<file path="config.mk">
export PLATFORM = sky130hd
export DESIGN_NAME = dimmer_with_press_recovery_ramp_flat
export DESIGN_NICKNAME = d
export VERILOG_FILES = /design/src/sv/dwpr_pkg.sv /design/src/sv/dwpr_if.sv /design/src/sv/dwpr_div.sv /design/src/sv/dimmer_with_press_recovery_ramp.sv /design/src/flat_wrapper.sv
export SDC_FILE = /design/constraint.sdc
export NUM_CORES = 1
export LEC_CHECK = 0
export BUFFER_PORTS_ARGS = -buffer_cell sky130_fd_sc_hd__buf_4
export CAP_MARGIN = 10
export CORE_ASPECT_RATIO = 0.6
export CORE_MARGIN = 1.5
export CORE_UTILIZATION = 30
export CTS_CLUSTER_DIAMETER = 30
export DETAILED_ROUTE_END_ITERATION = 10
export GPL_TIMING_DRIVEN = 0
export PLACE_DENSITY = 0.47
export SYNTH_ARGS = -nofsm -noshare
export SYNTH_HDL_FRONTEND = slang
export SYNTH_SLANG_ARGS = --single-unit
</file>
<file path="constraint.sdc">
create_clock -name clk -period 7 [get_ports clk]
set_clock_uncertainty 0.05 [all_clocks]
set_input_delay 1.4 -clock clk [delete_from_list [all_inputs] [get_ports clk]]
set_output_delay 1.4 -clock clk [all_outputs]
set_load 0.01 [all_outputs]
</file>
<file path="src/sv/dwpr_pkg.sv">
`default_nettype none
package dwpr_pkg;

  localparam int TICK_W = 16;
  localparam int LEVEL_W = 8;
  localparam int POT_W = 10;
  localparam int PROD_W = TICK_W + LEVEL_W;
  localparam int QUO_W = LEVEL_W + 1;

  localparam logic [TICK_W-1:0] DEBOUNCE_RST = 16'd50;
  localparam logic [TICK_W-1:0] RECOVER_RST = 16'd1500;
  localparam logic [TICK_W-1:0] TICK_MAX = 16'hFFFF;
  localparam logic [TICK_W-1:0] POT_FULL = 16'd1023;
  localparam logic [LEVEL_W-1:0] LEVEL_MAX = 8'd255;

  localparam logic REG_DEBOUNCE = 1'b0;
  localparam logic REG_RECOVER = 1'b1;

  typedef struct packed {
    logic start;
    logic [PROD_W-1:0] dividend;
    logic [TICK_W-1:0] divisor;
  } div_req_t;

  typedef struct packed {
    logic done;
    logic [QUO_W-1:0] quot;
  } div_rsp_t;

endpackage
`default_nettype wire

</file>
<file path="src/sv/dwpr_if.sv">
`default_nettype none
interface dwpr_tick_if;
  logic valid;
  logic ready;
  logic button_level;
  logic [9:0] pot_sample;
  modport source (output valid, output button_level, output pot_sample, input ready);
  modport sink (input valid, input button_level, input pot_sample, output ready);
endinterface

interface dwpr_result_if;
  logic valid;
  logic ready;
  logic [7:0] led_level;
  logic ramping;
  logic [7:0] goal_level;
  modport source (output valid, output led_level, output ramping, output goal_level,
                  input ready);
  modport sink (input valid, input led_level, input ramping, input goal_level,
                output ready);
endinterface
`default_nettype wire

</file>
<file path="src/sv/dwpr_div.sv">
`default_nettype none
module dwpr_div
  import dwpr_pkg::*;
(
  input  wire logic clk,
  input  wire logic rst,
  input  div_req_t  req,
  output div_rsp_t  rsp
);

  localparam int CNT_W = $clog2(QUO_W);
  localparam int LOW_W = PROD_W - QUO_W;

  logic busy;
  logic done;
  logic [CNT_W-1:0] cnt;
  logic [TICK_W-1:0] rem;
  logic [QUO_W-1:0] dvd;
  logic [QUO_W-1:0] quo;
  logic [TICK_W-1:0] dvs;

  logic [TICK_W:0] trial;
  logic fits;
  logic [TICK_W:0] diff;

  always_comb begin
    trial = {rem, dvd[QUO_W-1]};
    fits = trial >= {1'b0, dvs};
    diff = trial - {1'b0, dvs};
  end

  always_ff @(posedge clk) begin
    if (rst) begin
      busy <= 1'b0;
      done <= 1'b0;
      cnt <= '0;
    end else begin
      done <= 1'b0;
      if (req.start) begin
        busy <= 1'b1;
        cnt <= '0;
      end else if (busy) begin
        cnt <= cnt + CNT_W'(1);
        if (cnt == CNT_W'(QUO_W - 1)) begin
          busy <= 1'b0;
          done <= 1'b1;
        end
      end
    end
  end

  always_ff @(posedge clk) begin
    if (req.start) begin
      rem <= TICK_W'(req.dividend[PROD_W-1:QUO_W]);
      dvd <= req.dividend[QUO_W-1:0];
      dvs <= req.divisor;
      quo <= '0;
    end else if (busy) begin
      rem <= fits ? diff[TICK_W-1:0] : trial[TICK_W-1:0];
      dvd <= {dvd[QUO_W-2:0], 1'b0};
      quo <= {quo[QUO_W-2:0], fits};
    end
  end

  // upper dividend bits are below the divisor, so the quotient fits QUO_W bits
  logic unused_ok;
  assign unused_ok = LOW_W > 0;

  always_comb begin
    rsp.done = done && unused_ok;
    rsp.quot = quo;
  end

endmodule
`default_nettype wire

</file>
<file path="src/sv/dimmer_with_press_recovery_ramp.sv">
`default_nettype none
// Button dimmer with press recovery ramp.
// tick (sink): one transfer per millisecond tick with the raw button level
// (0 = pressed) and a 10-bit pot sample. result (source): one transfer per
// tick with led_level, ramping and goal_level.
// APB port: debounce_ms at 0x0, recover_ms at 0x4; write only while idle.
// On a ramp tick the result takes a shift-add multiply, then a restoring
// divide, one quotient bit per cycle; while following the pot only the
// divide runs, and the tick that ends the ramp needs neither. One tick at
// a time: tick.ready rises again once the result is in the output
// register, so a new tick is not taken before the last one is done.
// If the receiver stalls, the result holds in the output register and the
// next tick is still taken and worked on; its result waits until the
// register frees.
// Reset: debounce 50, recover 1500, button seen released, brightness 0,
// no ramp; no clearing pass.
module dimmer_with_press_recovery_ramp
  import dwpr_pkg::*;
(
  input  wire logic        clk,
  input  wire logic        rst,
  dwpr_tick_if.sink        tick,
  dwpr_result_if.source    result,
  input  wire logic        psel,
  input  wire logic        penable,
  input  wire logic        pwrite,
  input  wire logic [2:0]  paddr,
  input  wire logic [31:0] pwdata,
  output logic      [31:0] prdata,
  output logic             pready
);

  localparam logic [1:0] S_IDLE = 2'd0;
  localparam logic [1:0] S_MUL  = 2'd1;
  localparam logic [1:0] S_DIV  = 2'd2;
  localparam logic [1:0] S_DONE = 2'd3;
  localparam int MCNT_W = $clog2(LEVEL_W);

  logic [1:0] state;
  logic [TICK_W-1:0] debounce_ms;
  logic [TICK_W-1:0] recover_ms;

  logic prev_raw_level;
  logic stable_level;
  logic [TICK_W-1:0] hold_ticks;
  logic in_recovery;
  logic [TICK_W-1:0] ramp_ticks;
  logic [LEVEL_W-1:0] saved_level;
  logic [LEVEL_W-1:0] current_level;

  logic [PROD_W-1:0] mul_acc;
  logic [PROD_W-1:0] mul_acc_next;
  logic [LEVEL_W-1:0] mul_bits;
  logic [TICK_W-1:0] mul_cand;
  logic [MCNT_W-1:0] mul_cnt;

  div_req_t div_req;
  div_rsp_t div_rsp;

  logic accept;
  logic raw;
  logic [TICK_W-1:0] hold_eff;
  logic [TICK_W-1:0] hold_next;
  logic flip;
  logic press;
  logic rec_now;
  logic [LEVEL_W-1:0] saved_next;
  logic [TICK_W-1:0] ramp_base;
  logic [TICK_W-1:0] ramp_next;
  logic ramp_end;
  logic out_free;
  logic cfg_wr;

  assign pready = 1'b1;
  assign cfg_wr = psel && penable && pwrite && pready;
  assign prdata = (paddr[2] == REG_RECOVER) ? 32'(recover_ms) : 32'(debounce_ms);

  always_ff @(posedge clk) begin
    if (rst) begin
      debounce_ms <= DEBOUNCE_RST;
      recover_ms <= RECOVER_RST;
    end else if (cfg_wr) begin
      case (paddr[2])
        REG_DEBOUNCE: debounce_ms <= pwdata[TICK_W-1:0];
        REG_RECOVER:  recover_ms <= pwdata[TICK_W-1:0];
        default: ;
      endcase
    end
  end

  assign tick.ready = (state == S_IDLE);
  assign accept = tick.valid && tick.ready;
  assign out_free = !result.valid || result.ready;

  always_comb begin
    raw = tick.button_level;
    hold_eff = (raw != prev_raw_level) ? '0 : hold_ticks;
    hold_next = (hold_eff == TICK_MAX) ? hold_eff : hold_eff + TICK_W'(1);
    flip = (hold_eff > debounce_ms) && (raw != stable_level);
    press = flip && !raw && !in_recovery;
    rec_now = in_recovery || press;
    saved_next = press ? current_level : saved_level;
    ramp_base = press ? '0 : ramp_ticks;
    ramp_next = (ramp_base == TICK_MAX) ? ramp_base : ramp_base + TICK_W'(1);
    ramp_end = ramp_base >= recover_ms;
    mul_acc_next = {mul_acc[PROD_W-2:0], 1'b0} +
                   (mul_bits[LEVEL_W-1] ? PROD_W'(mul_cand) : '0);
  end

  always_comb begin
    div_req.start = 1'b0;
    div_req.dividend = mul_acc_next;
    div_req.divisor = recover_ms;
    if (accept && !rec_now) begin
      div_req.start = 1'b1;
      div_req.dividend = PROD_W'({tick.pot_sample, 8'd0});
      div_req.divisor = POT_FULL;
    end else if (state == S_MUL && mul_cnt == MCNT_W'(LEVEL_W - 1)) begin
      div_req.start = 1'b1;
    end
  end

  dwpr_div u_div (
    .clk (clk),
    .rst (rst),
    .req (div_req),
    .rsp (div_rsp)
  );

  always_ff @(posedge clk) begin
    if (rst) begin
      state <= S_IDLE;
      prev_raw_level <= 1'b1;
      stable_level <= 1'b1;
      hold_ticks <= '0;
      in_recovery <= 1'b0;
      ramp_ticks <= '0;
      saved_level <= '0;
      current_level <= '0;
      result.valid <= 1'b0;
    end else begin
      if (state == S_DONE && out_free) result.valid <= 1'b1;
      else if (result.ready) result.valid <= 1'b0;
      case (state)
        S_IDLE: begin
          if (accept) begin
            prev_raw_level <= raw;
            hold_ticks <= hold_next;
            if (flip) stable_level <= raw;
            saved_level <= saved_next;
            if (rec_now) begin
              ramp_ticks <= ramp_next;
              if (ramp_end) begin
                current_level <= saved_next;
                in_recovery <= 1'b0;
                state <= S_DONE;
              end else begin
                in_recovery <= 1'b1;
                state <= S_MUL;
              end
            end else begin
              state <= S_DIV;
            end
          end
        end
        S_MUL: begin
          if (mul_cnt == MCNT_W'(LEVEL_W - 1)) state <= S_DIV;
        end
        S_DIV: begin
          if (div_rsp.done) begin
            current_level <= div_rsp.quot[QUO_W-1] ? LEVEL_MAX
                                                   : div_rsp.quot[LEVEL_W-1:0];
            state <= S_DONE;
          end
        end
        S_DONE: begin
          if (out_free) state <= S_IDLE;
        end
        default: state <= S_IDLE;
      endcase
    end
  end

  // ramp product, saved level bits MSB first
  always_ff @(posedge clk) begin
    if (accept) begin
      mul_acc <= '0;
      mul_bits <= saved_next;
      mul_cand <= ramp_base;
      mul_cnt <= '0;
    end else if (state == S_MUL) begin
      mul_acc <= mul_acc_next;
      mul_bits <= {mul_bits[LEVEL_W-2:0], 1'b0};
      mul_cnt <= mul_cnt + MCNT_W'(1);
    end
  end

  always_ff @(posedge clk) begin
    if (state == S_DONE && out_free) begin
      result.led_level <= current_level;
      result.ramping <= in_recovery;
      result.goal_level <= in_recovery ? saved_level : current_level;
    end
  end

  a_ramp_below_goal: assert property (@(posedge clk) disable iff (rst)
    result.valid && result.ramping |-> result.led_level <= result.goal_level)
    else $error("ramp level above goal");

  a_idle_goal: assert property (@(posedge clk) disable iff (rst)
    result.valid && !result.ramping |-> result.led_level == result.goal_level)
    else $error("goal differs from level outside ramp");

  a_busy_no_ready: assert property (@(posedge clk) disable iff (rst)
    accept |=> !tick.ready)
    else $error("tick taken while busy");

  a_done_in_div: assert property (@(posedge clk) disable iff (rst)
    div_rsp.done |-> state == S_DIV)
    else $error("divider finished outside divide step");

endmodule
`default_nettype wire

</file>
<file path="src/flat_wrapper.sv">
// flat-port wrapper written by rule: the top's interface ports become plain ports
module dimmer_with_press_recovery_ramp_flat import dwpr_pkg::*;
  (clk, rst, psel, penable, pwrite, paddr, pwdata, prdata, pready, tick_valid, tick_button_level, tick_pot_sample, tick_ready, result_valid, result_led_level, result_ramping, result_goal_level, result_ready);
  dwpr_tick_if tick_i ();
  dwpr_result_if result_i ();
  input  wire logic clk;
  input  wire logic rst;
  input  wire logic psel;
  input  wire logic penable;
  input  wire logic pwrite;
  input  wire logic [2:0] paddr;
  input  wire logic [31:0] pwdata;
  output logic      [31:0] prdata;
  output logic pready;
  input wire logic [$bits(tick_i.valid)-1:0] tick_valid;
  input wire logic [$bits(tick_i.button_level)-1:0] tick_button_level;
  input wire logic [$bits(tick_i.pot_sample)-1:0] tick_pot_sample;
  output wire logic [$bits(tick_i.ready)-1:0] tick_ready;
  output wire logic [$bits(result_i.valid)-1:0] result_valid;
  output wire logic [$bits(result_i.led_level)-1:0] result_led_level;
  output wire logic [$bits(result_i.ramping)-1:0] result_ramping;
  output wire logic [$bits(result_i.goal_level)-1:0] result_goal_level;
  input wire logic [$bits(result_i.ready)-1:0] result_ready;
  assign tick_i.valid = tick_valid;
  assign tick_i.button_level = tick_button_level;
  assign tick_i.pot_sample = tick_pot_sample;
  assign tick_ready = tick_i.ready;
  assign result_valid = result_i.valid;
  assign result_led_level = result_i.led_level;
  assign result_ramping = result_i.ramping;
  assign result_goal_level = result_i.goal_level;
  assign result_i.ready = result_ready;
  dimmer_with_press_recovery_ramp u_core (.clk(clk), .rst(rst), .tick(tick_i), .result(result_i), .psel(psel), .penable(penable), .pwrite(pwrite), .paddr(paddr), .pwdata(pwdata), .prdata(prdata), .pready(pready));
endmodule
</file>
# --- After elaboration in Yosys (flattened, before gate mapping) ---
# Index checks and enable logic that the tools add are counted.
classes:
  add_sub_neg: 6
  magnitude_cmp: 3
  n_eq_ne: 15
  n_mux: 38
  bitwise_logic: 2
  n_reduce_logical: 29
op_table:
  columns: ["op", "count"]
  rows:
  - ["$mux 16", 7]
  - ["$mux 8", 9]
  - ["$mux 40", 1]
  - ["$add 16x1->16 const B", 2]
  - ["$eq 16x16->1 const B", 2]
  - ["$mux 15", 2]
  - ["$add 24x16->24", 1]
  - ["$mux 9", 2]
  - ["$ge 17x16->1", 1]
  - ["$ge 16x16->1", 1]
  - ["$gt 16x16->1", 1]
  - ["$pmux 8 s2", 1]
  - ["$sub 16x16->16", 1]
  - ["$mux 2", 6]
  - ["$ne 2x2->1 const B", 5]
  - ["$logic_and 1x1->1", 9]
  - ["$mux 1", 9]
  - ["$pmux 2 s4", 1]
  - ["$reduce_bool 2->1", 4]
  - ["$reduce_and 2->1", 3]
  - ["$reduce_and 3->1", 2]
  - ["$reduce_and 5->1", 1]
  - ["$add 4x1->4 const B", 1]
  - ["$eq 2x2->1 const B", 2]
  - ["other kinds (13)", 19]
totals:
  regBits: 209
  in_bits: 53
  output_inout_bits: 52
  wordCells: 119

# --- Depth between registers and ports, before layout ---
# Gate-level depths: netlist of the first run.
logic_depth:
  ltp_word: 12
  depth_mapped: 22

# --- By module ---
# From an unflattened synthesis of the first run, not the netlist that was laid out.
hier_totals:
  hier_cells: 1322
  area_unflattened_um2: 11912.7
modules_own_cells:
  columns: ["module", "instances", "cells_each", "area_each_um2", "seq_area_each_um2"]
  rows:
  - ["dimmer_with_press_recovery_ramp", 1, 1016, 8687.1, 3473.3]
  - ["dwpr_div", 1, 306, 3225.6, 1521.5]

# --- Worst setup path before layout of the first run ---
# Ideal clock, no wire load.
synth_timing:
  kind: "input port to flip-flop"
  start: "input tick_button_level"
  end: "register u_core.current_level[1]"
  setup_time_ns: 0.121
  arrival_time_ns: 6.251
  slack_ns: 0.578
  path_stages: 22
  n_path_buf: 4
  path_cell_list: "xnor2_2 clkbuf_1 clkbuf_1 and2_1 ha_1 nand4_1 or3_1 a2111oi_4 and2_2 o21a_4 clkbuf_1 clkbuf_1 nor2b_1 ha_1 a21o_1 a221oi_1 o31ai_1 a21oi_1 o21a_1 nor3_1 a311oi_4 mux2_2"
synth_via:
  word_cells_on_any_way: 19
  classes_between: "2 x order compare; 4 x eq/ne; 7 x mux; 6 x reduce/logical"
synth_rtl:
  columns: ["item", "line", "rtl"]
  rows:
  - ["start: declaration", "flat_wrapper.sv:16", "input wire logic [$bits(tick_i.button_level)-1:0] tick_button_level;"]
  - ["$ne 1x1->1", "dimmer_with_press_recovery_ramp.sv:97", "hold_eff = (raw != prev_raw_level) ? '0 : hold_ticks;"]
  - ["$mux 16", "dimmer_with_press_recovery_ramp.sv:97", null]
  - ["$gt 16x16->1", "dimmer_with_press_recovery_ramp.sv:99", "flip = (hold_eff > debounce_ms) && (raw != stable_level);"]
  - ["$logic_and 1x1->1", "dimmer_with_press_recovery_ramp.sv:99", null]
  - ["$logic_and 1x1->1 * (2 in series)", "dimmer_with_press_recovery_ramp.sv:100", "press = flip && !raw && !in_recovery;"]
  - ["$mux 16 *", "dimmer_with_press_recovery_ramp.sv:103", "ramp_base = press ? '0 : ramp_ticks;"]
  - ["named net u_core.ramp_base[5]", "dimmer_with_press_recovery_ramp.sv:68", "logic [TICK_W-1:0] ramp_base;"]
  - ["$ge 16x16->1 *", "dimmer_with_press_recovery_ramp.sv:105", "ramp_end = ramp_base >= recover_ms;"]
  - ["$ne 2x2->1 (no line) *", null, null]
  - ["$reduce_and 5->1 (no line) *", null, null]
  - ["end signal: assignment", "dimmer_with_press_recovery_ramp.sv:154", "current_level <= saved_next;"]
  - ["end signal: assignment", "dimmer_with_press_recovery_ramp.sv:171", "current_level <= div_rsp.quot[QUO_W-1] ? LEVEL_MAX"]
  - ["end: declaration", "dimmer_with_press_recovery_ramp.sv:49", "logic [LEVEL_W-1:0] current_level;"]
# Mark *: on every way through the listed nets, which the timed path passes. The rest lies on a longest branch. The select of a mux whose other input is x is not followed.
# A chain may end at the register's enable or synchronous reset.

# --- Final worst setup path of the first run ---
layout_timing:
  start: "input tick_button_level"
  end: "register u_core.current_level[2]"
# Same word-level chain as after synthesis.

==> results of run 1 <==
-- Yosys cell counts, types with 3 or more instances --
| cell | count | share of area, % |
|---|---|---|
| nand2_1 | 158 | 5.1 |
| and2_1 | 30 | 1.6 |
| inv_1 | 69 | 2.2 |
| xnor2_1 | 29 | 2.2 |
| or2_2 | 5 | 0.27 |
| nand4_1 | 19 | 1.0 |
| o31a_1 | 3 | 0.22 |
| nor3_1 | 24 | 1.0 |
| o211ai_1 | 10 | 0.64 |
| mux2_2 | 19 | 1.8 |
| ha_1 | 69 | 7.4 |
| edfxtp_1 | 81 | 21 |
| a21oi_1 | 105 | 4.5 |
| buf_2 | 3 | 0.13 |
| nor2_1 | 133 | 4.3 |
| o21a_1 | 10 | 0.64 |
| nor2b_1 | 29 | 1.5 |
| nand2b_1 | 12 | 0.64 |
| a211oi_1 | 27 | 1.7 |
| clkbuf_1 | 49 | 1.6 |
| o311ai_0 | 3 | 0.22 |
| o21ai_0 | 58 | 2.5 |
| and3_1 | 11 | 0.59 |
| a21boi_0 | 8 | 0.51 |
| nand3_1 | 37 | 1.6 |
| nand3b_1 | 7 | 0.45 |
| buf_1 | 6 | 0.19 |
| a211o_1 | 10 | 0.75 |
| dfxtp_1 | 128 | 22 |
| or3_1 | 5 | 0.27 |
| o311a_1 | 3 | 0.26 |
| and4_1 | 3 | 0.22 |
| nor4_1 | 3 | 0.16 |
| mux2i_1 | 36 | 3.1 |
| buf_4 | 18 | 1.2 |
| o2111ai_1 | 5 | 0.37 |
| a21o_1 | 17 | 1.1 |
| a31oi_1 | 8 | 0.43 |
| xor2_1 | 17 | 1.3 |
| nand4b_1 | 3 | 0.22 |
-- worst max-delay path, delay by kind of cell --
family | cells | cell delay [ps]
xor+xnor | 1 | 180
simple gates | 6 | 1420
fa+ha+maj | 2 | 610
buf+inv | 5 | 1090
mux | 1 | 330
compound gates | 8 | 1970
-- through the flow --
step / instance area, sq um / hold slack (ps) / setup TNS (ps) / worst slack (ps)
after detailed placement: 12900 / 398 / -19560 / -1260
final: 14600 / 403 / 0 / 379
after global placement: 12900 / 393 / -20930 / -1300
after floorplan: 11800 / 356 / 0 / 578
after CTS: 14600 / 404 / 0 / 256
after global routing: 14600 / 435 / 0 / 45.6
-- kinds of logic (layout without fill, tap and decap cells) --
logic type	count (synthesis)	count (layout)	synth area share, %
compound gates	298	298	16.5
xor+xnor	47	47	3.58
fa+ha+maj	71	71	7.71
buf+inv	147	297	5.32
flops	209	209	42.6
mux	55	55	4.90
other cells	2	17	0.0641
simple gates	483	483	19.3
-- per-layer routing --
metal	GRT usage (%)	vias to the layer above
li1	-	4882
met2	25.8	278
met4	3.68	0
met1	30.5	4787
met3	3.78	44
met5	0	-
-- final timing paths --
path                          startpoint                       to  slack [ps]
hold / removal    u_core.debounce_ms[10]   u_core.debounce_ms[10]         400
hold reg to reg   u_core.debounce_ms[10]   u_core.debounce_ms[10]         400
setup / recovery       tick_button_level  u_core.current_level[2]         380
setup reg to reg   u_core.prev_raw_level  u_core.current_level[2]         930
-- cells in the final DEF (no fill, tap or decap), types with 30 or more instances in the layout --
cell,count
clkbuf_16,48
clkbuf_1,53
dfxtp_1,128
nand2_1,158
buf_4,87
and2_1,30
mux2i_1,36
edfxtp_1,81
o21ai_0,58
ha_1,69
nor2_1,133
inv_1,69
nand3_1,37
a21oi_1,105
-- repair_timing --
item | in CTS | in global routing
pin swaps | 1 | 0
endpoints found under the hold margin | 0 | 0
setup endpoints to repair | 15 | 9
gates cloned | 0 | 0
buffers inserted | 1 | 0
resized for setup | 9 | 4
-- registers in the layout, summed over array words and instances (netlist names), 2 cells and up --
signal / count
u_core.mul_cnt: 3
u_core.mul_cand: 16
u_core.mul_bits: 8
u_core.current_level: 8
u_core.ramp_ticks: 16
u_core.state: 2
u_core.mul_acc: 23
u_core.u_div.dvs: 16
u_core.result.led_level: 8
u_core.recover_ms: 16
u_core.u_div.dvd: 9
u_core.u_div.cnt: 4
u_core.saved_level: 8
u_core.debounce_ms: 16
u_core.hold_ticks: 16
u_core.result.goal_level: 8
u_core.u_div.quo: 9
u_core.u_div.rem: 16
-- power groups by stage --
stage | sequential (mW) | combinational [mW] | clock (mW)
6_report | 1.66 | 1.56 | 2.27
5_1_grt | 1.68 | 1.74 | 2.37
4_1_cts | 1.66 | 1.56 | 2.30
3_5_place_dp | 1.68 | 1.55 | 0
3_3_place_gp | 1.68 | 1.54 | 0
2_1_floorplan | 1.63 | 1.11 | 0
-- area by class of cell --
| class | count | area, sq um |
|---|---|---|
| buffer | 75 | 363 |
| clock inverter | 25 | 365 |
| timing repair buffer | 68 | 523 |
| inverter | 71 | 267 |
| multi-input combinational | 971 | 6190 |
| clock buffer | 58 | 1260 |
| sequential | 209 | 4990 |
| tap | 513 | 642 |
| fill | 3845 | 23500 |
==> summary.md, run 1 <==
| Metric | Value |
|---|---|
| Hold depth | 2 |
| Ys async rst share | 0% |
| Req. time, crit path | 7380 ps |
| Final HPWL DP | 29.5 mm |
| Seq/Total Area, Yosys | 42.6% |
| Hold WC Path Type | register to register |
| Met2 wire length | about 15 mm |
| CTS Buf Count | 45 |
| #FFs+latches synth | around 210 |
| Drt initial violations | 850 |
| Core Footprint | approximately 0.038 sq mm |
| Max frequency | around 150 MHz |
| Row cnt | 55 |
| Total clock sinks | 209 |
| CP Data Arrival Time | 7000 ps |
| # diodes | 0 |
| Power consumption | 5.49 mW |
| EDFF count, synth | 81 |
| Status | finished, final reports clean |
| Synth unique cells | 73 |
| CTS Buffer Depth | 3 |
| Clock root buffer | clkbuf_16 |
| CTS tree | yes |
| Crit. End Element | register |
| Final Setup Violations | 0 |
| P_int | 3.65 mW |
| Layout Utilization | a little under two fifths |
| Comb pwr share | 28.4% |
| Total grt overflow | 0 |
| Ports | 105 |
| Crit-path cells | buf_4, xnor2_4, buf_4, and2_1, ha_1, nand4_1, or3_1, a2111oi_4, and2_2, o21a_4, clkbuf_2, clkbuf_2, nor2b_1, ha_1, a21o_1, a221oi_1, o31ai_1, a21oi_1, o21a_1, nor3_1, a311oi_4, buf_12, mux2_2 |
| # hold bufs at CTS | 0 |
| Crit share post-route | 94.6% |
| Crit path max fanout | 19 |
| Clock transition at the registers of the reported paths | 50 ps |
| H-tree levels | 2 |
| Final slew viol count | 0 |
| Worst path max stage delay | 510 ps |
| Synth Area per Inst | roughly 8.9 sq um |
| Seq pwr share | 30.2% |
| DIE WIDTH | ~260 um |
| Layout cells sized above 1 | between 10 and 15% |
| Area of the die | a little over 0.04 sq mm |
| Clock power share | between 40% and 50% |
| CP Class | primary input to register |
| DRC viols | 0 |
| Starting Density | a little under a third |
| DR vias | 9,991 |
| Crit path time final | 6620 ps |
| Startpoint types | primary input |
| GPL Wtd Cong | 0.848 |
| Sw Pwr | between 1.5 and 2 mW |
| Netlist Area Pre-Place | 0.0117 sq mm |
| First-pass GRT wire length | 58.3 mm |
| Initial antenna violation count | 0 |
| Net Sw Frac | 33.5% |
| Dominant synthesized flop cell | dfxtp_1 |
| Synth-to-layout area growth | 24.6% |
| Peak supply drop | 0.139 mV |
| Final nets | 1,565 |
| Total length of routed wires | ~38 mm |
| Fin cells | between 1,500 and 2,000 |
| Worst-margin pin slew | 1020 ps |
| Pwr/cell area | 376 mW/mm^2 |
| Top Layer Used | met4 |
| Largest net degree at the start of global routing | 26 |
| Cell count after synthesis | 1,312 |
| Clock latency on the worst-skew pair | approximately 550 ps |
| Port Buf Inserts | 67 |
| Max cap viols | 0 |
| Cells on worst reg2reg path | 22 |
| Number of global-route vias before repair | 9,410 |
| Post-route ant nets | 0 |
| DRT Pass-1 Iters | 5 |
| Vias/cell | 5.02 |
| Slowest-stage cell, CP | or3_1 |
| RSZ-0062 raised after global routing | false |
| Chip Height | 156 um |
| Final hold violations | 0 |
| Overall Global Routing Usage | 19.1% |
| WL/cell | 19.2 um |
| Met3 WL | 2.72 mm |
| Placed Cells | 1,907 |
| Yosys warning count | 0 |
| Met1 WL | 20.2 mm |
| Worst slew margin | 31.8% |
| Leakage | slightly below 6 nW |
No activity file was read; power rests on OpenSTA's default activity.
==> run 2: changes to the inputs <==
==> constraint.sdc (replaced) <==
create_clock -name clk -period 7 [get_ports clk]
set_clock_uncertainty 0.05 [all_clocks]
set_input_delay 0.7 -clock clk [delete_from_list [all_inputs] [get_ports clk]]
set_output_delay 0.7 -clock clk [all_outputs]
set_load 0.01 [all_outputs]
==> run 2 against run 1 <==
  * Sequential share of layout area barely moved
  * Non-clock buffer count up 1
  * Cell count is essentially flat
  * Critical path type is now register to register
==> summary.md, run 2 (synthesized netlist as in run 1, its figures left out) <==
| Metric | Value |
|---|---|
| Chip Height | 156 um |
| Post-Route Setup TNS | 0 ps |
| Worst-margin pin slew | 1000 ps |
| Clock root buffer | clkbuf_16 |
| DR vias | between 9,000 and 10,000 |
| Vias/cell | around 5.0 |
| Post-route ant nets | 0 |
| Register-to-register setup slack | 480 ps |
| Fillers | 3,845 |
| Worst R2R End | u_core.current_level[2] |
| Worst slack, placed | -564 ps |
| Peak supply drop | between 0.1 and 0.15 mV |
| Number of global-route vias before repair | about 9,400 |
| DRT Pass-1 Iters | 5 |
| Port Buf Inserts | 67 |
| Pwr/cell area | 376 mW/mm^2 |
| # hold bufs at CTS | 0 |
| First-pass GRT wire length | about 60 mm |
| Status | finished, final reports clean |
| Drt initial violations | 856 |
| Placed Cells | 1,907 |
| Power consumption | around 5.5 mW |
| Overall Global Routing Usage | 19.1% |
| Clock latency on the worst-skew pair | between 500 and 600 ps |
| CP startpoint | u_core.prev_raw_level |
| Layout Utilization | 38.3% |
| Area of the die | a little over 0.04 sq mm |
| Crit path max fanout | 10 |
| Ports | 105 |
| Crit. End Element | register |
| DRC viols | 0 |
| Worst slew margin | 32.8% |
| Sw Pwr | 1.84 mW |
| Clock power share | around two fifths |
| CP Class | register to register |
| DIE WIDTH | 258 um |
| Final HPWL DP | slightly below 30 mm |
| CTS Buffer Depth | 3 |
| Hold depth | 2 |
| Cells on worst reg2reg path | 23 |
| CP Data Arrival Time | around 7000 ps |
| P_int | ~3.7 mW |
| Crit share post-route | 93.1% |
| Startpoint types | register |
| H-tree levels | 2 |
| Core Footprint | 0.0381 sq mm |
| Largest net degree at the start of global routing | 26 |
| Max reg flops | 23 |
| Max frequency | 153 MHz |
| Final hold violations | 0 |
| Leakage | about 5.9 nW |
| Most frequent cells in the layout | nand2_1 (158), nor2_1 (133), dfxtp_1 (128) |
| Max cap viols | 0 |
| GPL Wtd Cong | 0.848 |
| Total clock sinks | 209 |
| Total grt overflow | 0 |
| CTS tree | yes |
| HP Start | pwdata[8] |
| RSZ-0062 raised after global routing | false |
| R2R Path Start | u_core.prev_raw_level |
| Comb pwr share | approximately 28% |
| Net Sw Frac | 33.5% |
| WL/cell | just under 20 um |
| Starting Density | a little under a third |
| # diodes | 0 |
| Row cnt | 55 |
| Final nets | 1,566 |
| Most common cell after layout, fill and taps aside | nand2_1 |
| Crit path time final | approximately 6500 ps |
| Setup ws final | 480 ps |
| Total length of routed wires | 38.2 mm |
| Initial antenna violation count | 0 |
| CTS Buf Count | 45 |
| Synth-to-layout area growth | 24.5% |
| Req. time, crit path | 7380 ps |
| Biggest register | u_core.mul_acc |
| Clock transition at the registers of the reported paths | 50 ps |
| Fin cells | 1,991 |
| WHS Endpoint | u_core.recover_ms[8] |
| Final Setup Violations | 0 |
| Hold WC Path Type | primary input to register |
| Layout cells sized above 1 | 14.0% |
| Seq pwr share | 30.2% |
| Final slew viol count | 0 |
==> run 2: cell count changes in the layout (fill, tap and decap cells not counted) <==
| cell | before | now |
|---|---|---|
| buf_2 | 3 | 4 |
| clkbuf_1 | 53 | 54 |
| clkbuf_2 | 2 | 3 |
| o311ai_2 | 1 | 0 |
| o311ai_0 | 1 | 2 |
| buf_4 | 87 | 85 |
==> run 2: worst max path at each step <==
stage,end,cells past startpoint
5_1_grt,u_core.current_level[2],23
3_5_place_dp,u_core.ramp_ticks[13],23
2_1_floorplan,u_core.current_level[1],22
4_1_cts,u_core.current_level[2],23
6_report,u_core.current_level[2],23
3_3_place_gp,u_core.ramp_ticks[13],23
==> run 2: metrics by stage <==
step                hold slack, ps  instance area (sq um)
floorplan                      356                  11800
global placement               393                  12900
detailed placement             398                  12900
CTS                            321                  14600
global route                   326                  14600
finish                         338                  14600
==> run 2: critical path, stage by stage, from the launching register on <==
cell and delay (ps):
dfxtp_1 380, xnor2_4 320, clkbuf_2 300, clkbuf_1 370, and2_1 240, ha_1 160
nand4_1 180, or3_1 500, a2111oi_4 370, and2_2 260, o21a_4 150, clkbuf_2 260
buf_2 370, nor2_1 120, ha_1 290, and2_1 170, a221oi_1 360, o31ai_1 140
a21oi_1 150, o21a_1 280, nor3_1 130, a311oi_4 320, buf_12 170, mux2_2 330
==> run 2: area by class of cell <==
type | instances | area [sq um] | area share, %
Multi-Input combinational cell | 971 | 6190 | 42.4
Sequential cell | 209 | 4990 | 34.2
Clock buffer | 58 | 1260 | 8.62
Tap cell | 513 | 642 | 4.40
Timing Repair Buffer | 68 | 523 | 3.58
Clock inverter | 25 | 365 | 2.50
Buffer | 76 | 362 | 2.48
Inverter | 71 | 267 | 1.83
==> run 2: power groups by stage <==
stage / Clock, mW / Combinational [mW] / Sequential [mW]
after CTS: 2.30 / 1.56 / 1.66
after global routing: 2.37 / 1.74 / 1.68
after global placement: 0 / 1.54 / 1.68
after detailed placement: 0 / 1.55 / 1.68
final: 2.27 / 1.56 / 1.66
after floorplan: 0 / 1.11 / 1.63
==> run 2: per-layer routing <==
metal	share of wire, %	global-route usage (%)	vias to the layer above	wire, um
met5	0	0	-	0
met1	53	30.5	4766	20300
met2	39	25.7	259	14800
li1	-	-	4891	-
met4	1.3	3.68	0	512
met3	6.8	3.78	43	2610
==> run 2: what timing repair did <==
item                                    CTS  global route
gates cloned                              0             0
pin swaps                                 1             0
resized for setup                         2             8
setup buffers                             1             0
endpoints found under the setup margin   11            14
==> run 3: changes to the inputs <==
- CELL_PAD_IN_SITES_DETAIL_PLACEMENT: default -> 1
- CELL_PAD_IN_SITES_GLOBAL_PLACEMENT: default -> 2
- GPL_ROUTABILITY_DRIVEN: default -> 0
- PLACE_DENSITY: 0.47 -> 0.68
==> run 3 against run 2 <==
  * Die area stayed put
  * Setup slack better by 190 ps
  * First-iteration DRC count decreased by 12%
  * Highest routed layer unchanged
  * Largest power group unchanged
  * Clock power down 6%
  * Critical endpoint is now u_core.current_level[3]
==> summary.md, run 3 (synthesized netlist as in run 1, its figures left out) <==
| Metric | Value |
|---|---|
| Synth-to-layout area growth | 23.8% |
| Chip Height | 156 um |
| Max cap viols | 0 |
| Total length of routed wires | 41.0 mm |
| Most frequent cells in the layout | nand2_1 (158), nor2_1 (133), dfxtp_1 (128) |
| CTS Buffer Depth | 3 |
| Kind of cell adding the most delay to the critical path | compound AO/OA/AOI/OAI gates |
| Clock transition at the registers of the reported paths | approximately 50 ps |
| Final nets | 1,568 |
| Post-Route Setup TNS | 0 ps |
| Comb pwr share | roughly 30% |
| Number of global-route vias before repair | 10,048 |
| Seq pwr share | 30.7% |
| Status | finished, final reports clean |
| Total clock sinks | 209 |
| Layout cells sized above 1 | ~14% |
| Worst slack, placed | -511 ps |
| Crit path max fanout | 18 |
| H-tree levels | 2 |
| Crit. End Element | register |
| GRT busiest layer | met1 |
| Initial antenna violation count | 2 |
| Row cnt | 55 |
| CP Data Arrival Time | 6720 ps |
| Worst slew margin | 35.4% |
| Max reg flops | 23 |
| Core Footprint | 0.0381 sq mm |
| WHS | roughly 320 ps |
| Clock power share | 39.3% |
| Placed Cells | 1,908 |
| DIE WIDTH | about 260 um |
| Most common cell after layout, fill and taps aside | nand2_1 |
| Port Buf Inserts | between 60 and 70 |
| Fin cells | 1,996 |
| DRT Pass-1 Iters | 5 |
| Crit path time final | 6330 ps |
| P_int | 3.46 mW |
| Post-route ant nets | 0 |
| DRC viols | 0 |
| DR vias | 10,205 |
| RSZ-0062 raised after global routing | false |
| Total grt overflow | 0 |
| Crit share post-route | about nine tenths |
| Setup ws final | around 670 ps |
| Starting Density | a little under a third |
| Worst-margin pin slew | between 900 and 1000 ps |
| M2 GR Usage | 26.5% |
| First-pass GRT wire length | around 63 mm |
| Req. time, crit path | 7380 ps |
| Final slew viol count | 0 |
| Final Setup Violations | 0 |
| Met1 usage | roughly a third |
| Net Sw Frac | 36.3% |
| Pwr/cell area | 374 mW/mm^2 |
| Power consumption | 5.42 mW |
| Area of the die | ~0.040 sq mm |
| CTS Buf Count | 47 |
| Overall Global Routing Usage | 20.5% |
| Hold WC Path Type | primary input to register |
| Startpoint types | register |
| Clock latency on the worst-skew pair | around 560 ps |
| Final hold violations | 0 |
| Ports | 105 |
| Biggest register | u_core.mul_acc |
| Slowest-stage cell, CP | xnor2_4 |
| Drt initial violations | ~750 |
| Leakage | 5.85 nW |
| Sw Pwr | 1.97 mW |
| Largest net degree at the start of global routing | 26 |
| Max frequency | 158 MHz |
| Peak supply drop | 0.163 mV |
| CP Class | register to register |
| Clock root buffer | clkbuf_16 |
| WL/cell | 20.5 um |
| M3 GR Usage | 3.38% |
| Crit-path cells | xnor2_4, clkbuf_1, and2_1, ha_1, nand4_1, or3_1, a2111oi_4, and2_2, o21a_4, clkbuf_2, buf_2, nor2_1, ha_1, and2_1, a221oi_1, o31ai_1, a21oi_1, o21a_1, nor3_1, a311oi_4, buf_12, mux2_2 |
| Worst path max stage delay | 470 ps |
| # hold bufs at CTS | 0 |
| Vias/cell | 5.11 |
| Final HPWL DP | ~32 mm |
| Buffers plus inverters on the worst setup path | 4 |
| CTS tree | yes |
run 3: cell count changes in the layout (fill, tap and decap cells not counted), moves of 2 or more:
cell       change
clkbuf_8       +2
clkbuf_1       -5
inv_8          -2
inv_6          +9
bufinv_16      -6
clkinv_1       +3
clkinv_4       +3
run 3: final cells by class:
type,instances,area [sq um]
tap,513,642
antenna,1,2.50
multi-input combinational,971,6180
clock inverter,33,290
buffer,75,355
fill,4407,23600
clock buffer,54,1240
inverter,71,267
sequential,209,4990
timing repair buffer,69,538
run 3: final timing paths:
| check | start | endpoint | slack [ps] | depth (start not counted) |
|---|---|---|---|---|
| worst max-delay path | u_core.prev_raw_level | u_core.current_level[3] | 670 | 22 |
| worst min register to register | u_core.in_recovery | u_core.result.ramping | 380 | 0 |
| worst min-delay path | pwdata[7] | u_core.recover_ms[7] | 320 | 2 |
| worst max register to register | u_core.prev_raw_level | u_core.current_level[3] | 670 | 22 |
run 3: power groups by stage:
stage,Combinational (mW),Sequential [mW],Clock (mW)
2_1_floorplan,1.11,1.63,0
3_3_place_gp,1.59,1.68,0
3_5_place_dp,1.61,1.68,0
4_1_cts,1.62,1.66,2.18
5_1_grt,1.80,1.68,2.24
6_report,1.62,1.66,2.13
run 3: repair_timing:
action | CTS | global route
setup buffers | 0 | 1
pin swaps | 0 | 1
gates resized for setup | 2 | 5
setup endpoints to repair | 7 | 12
run 3: per-layer routing:
layer | part of all wire, % | vias to the layer above | wire [um]
met5 | 0 | - | 0
met4 | 1.5 | 0 | 597
met3 | 4.5 | 50 | 1840
met2 | 37 | 186 | 15200
met1 | 57 | 5065 | 23400
li1 | - | 4904 | -
run 3: worst reg2reg max path, cell delays in order (launching register included):
cell,delay (ps)
dfxtp_1,370
xnor2_4,470
clkbuf_1,370
and2_1,210
ha_1,180
nand4_1,190
or3_1,460
a2111oi_4,360
and2_2,270
o21a_4,160
clkbuf_2,250
buf_2,370
nor2_1,150
ha_1,300
and2_1,170
a221oi_1,400
o31ai_1,170
a21oi_1,170
o21a_1,210
nor3_1,120
a311oi_4,310
buf_12,170
mux2_2,330
run 3: stage by stage:
step	util, %	cell area, sq um
final	38.1	14500
after global routing	38.1	14500
after CTS	38.0	14500
after detailed placement	33.9	12900
after global placement	33.9	12900
after floorplan	-	11800
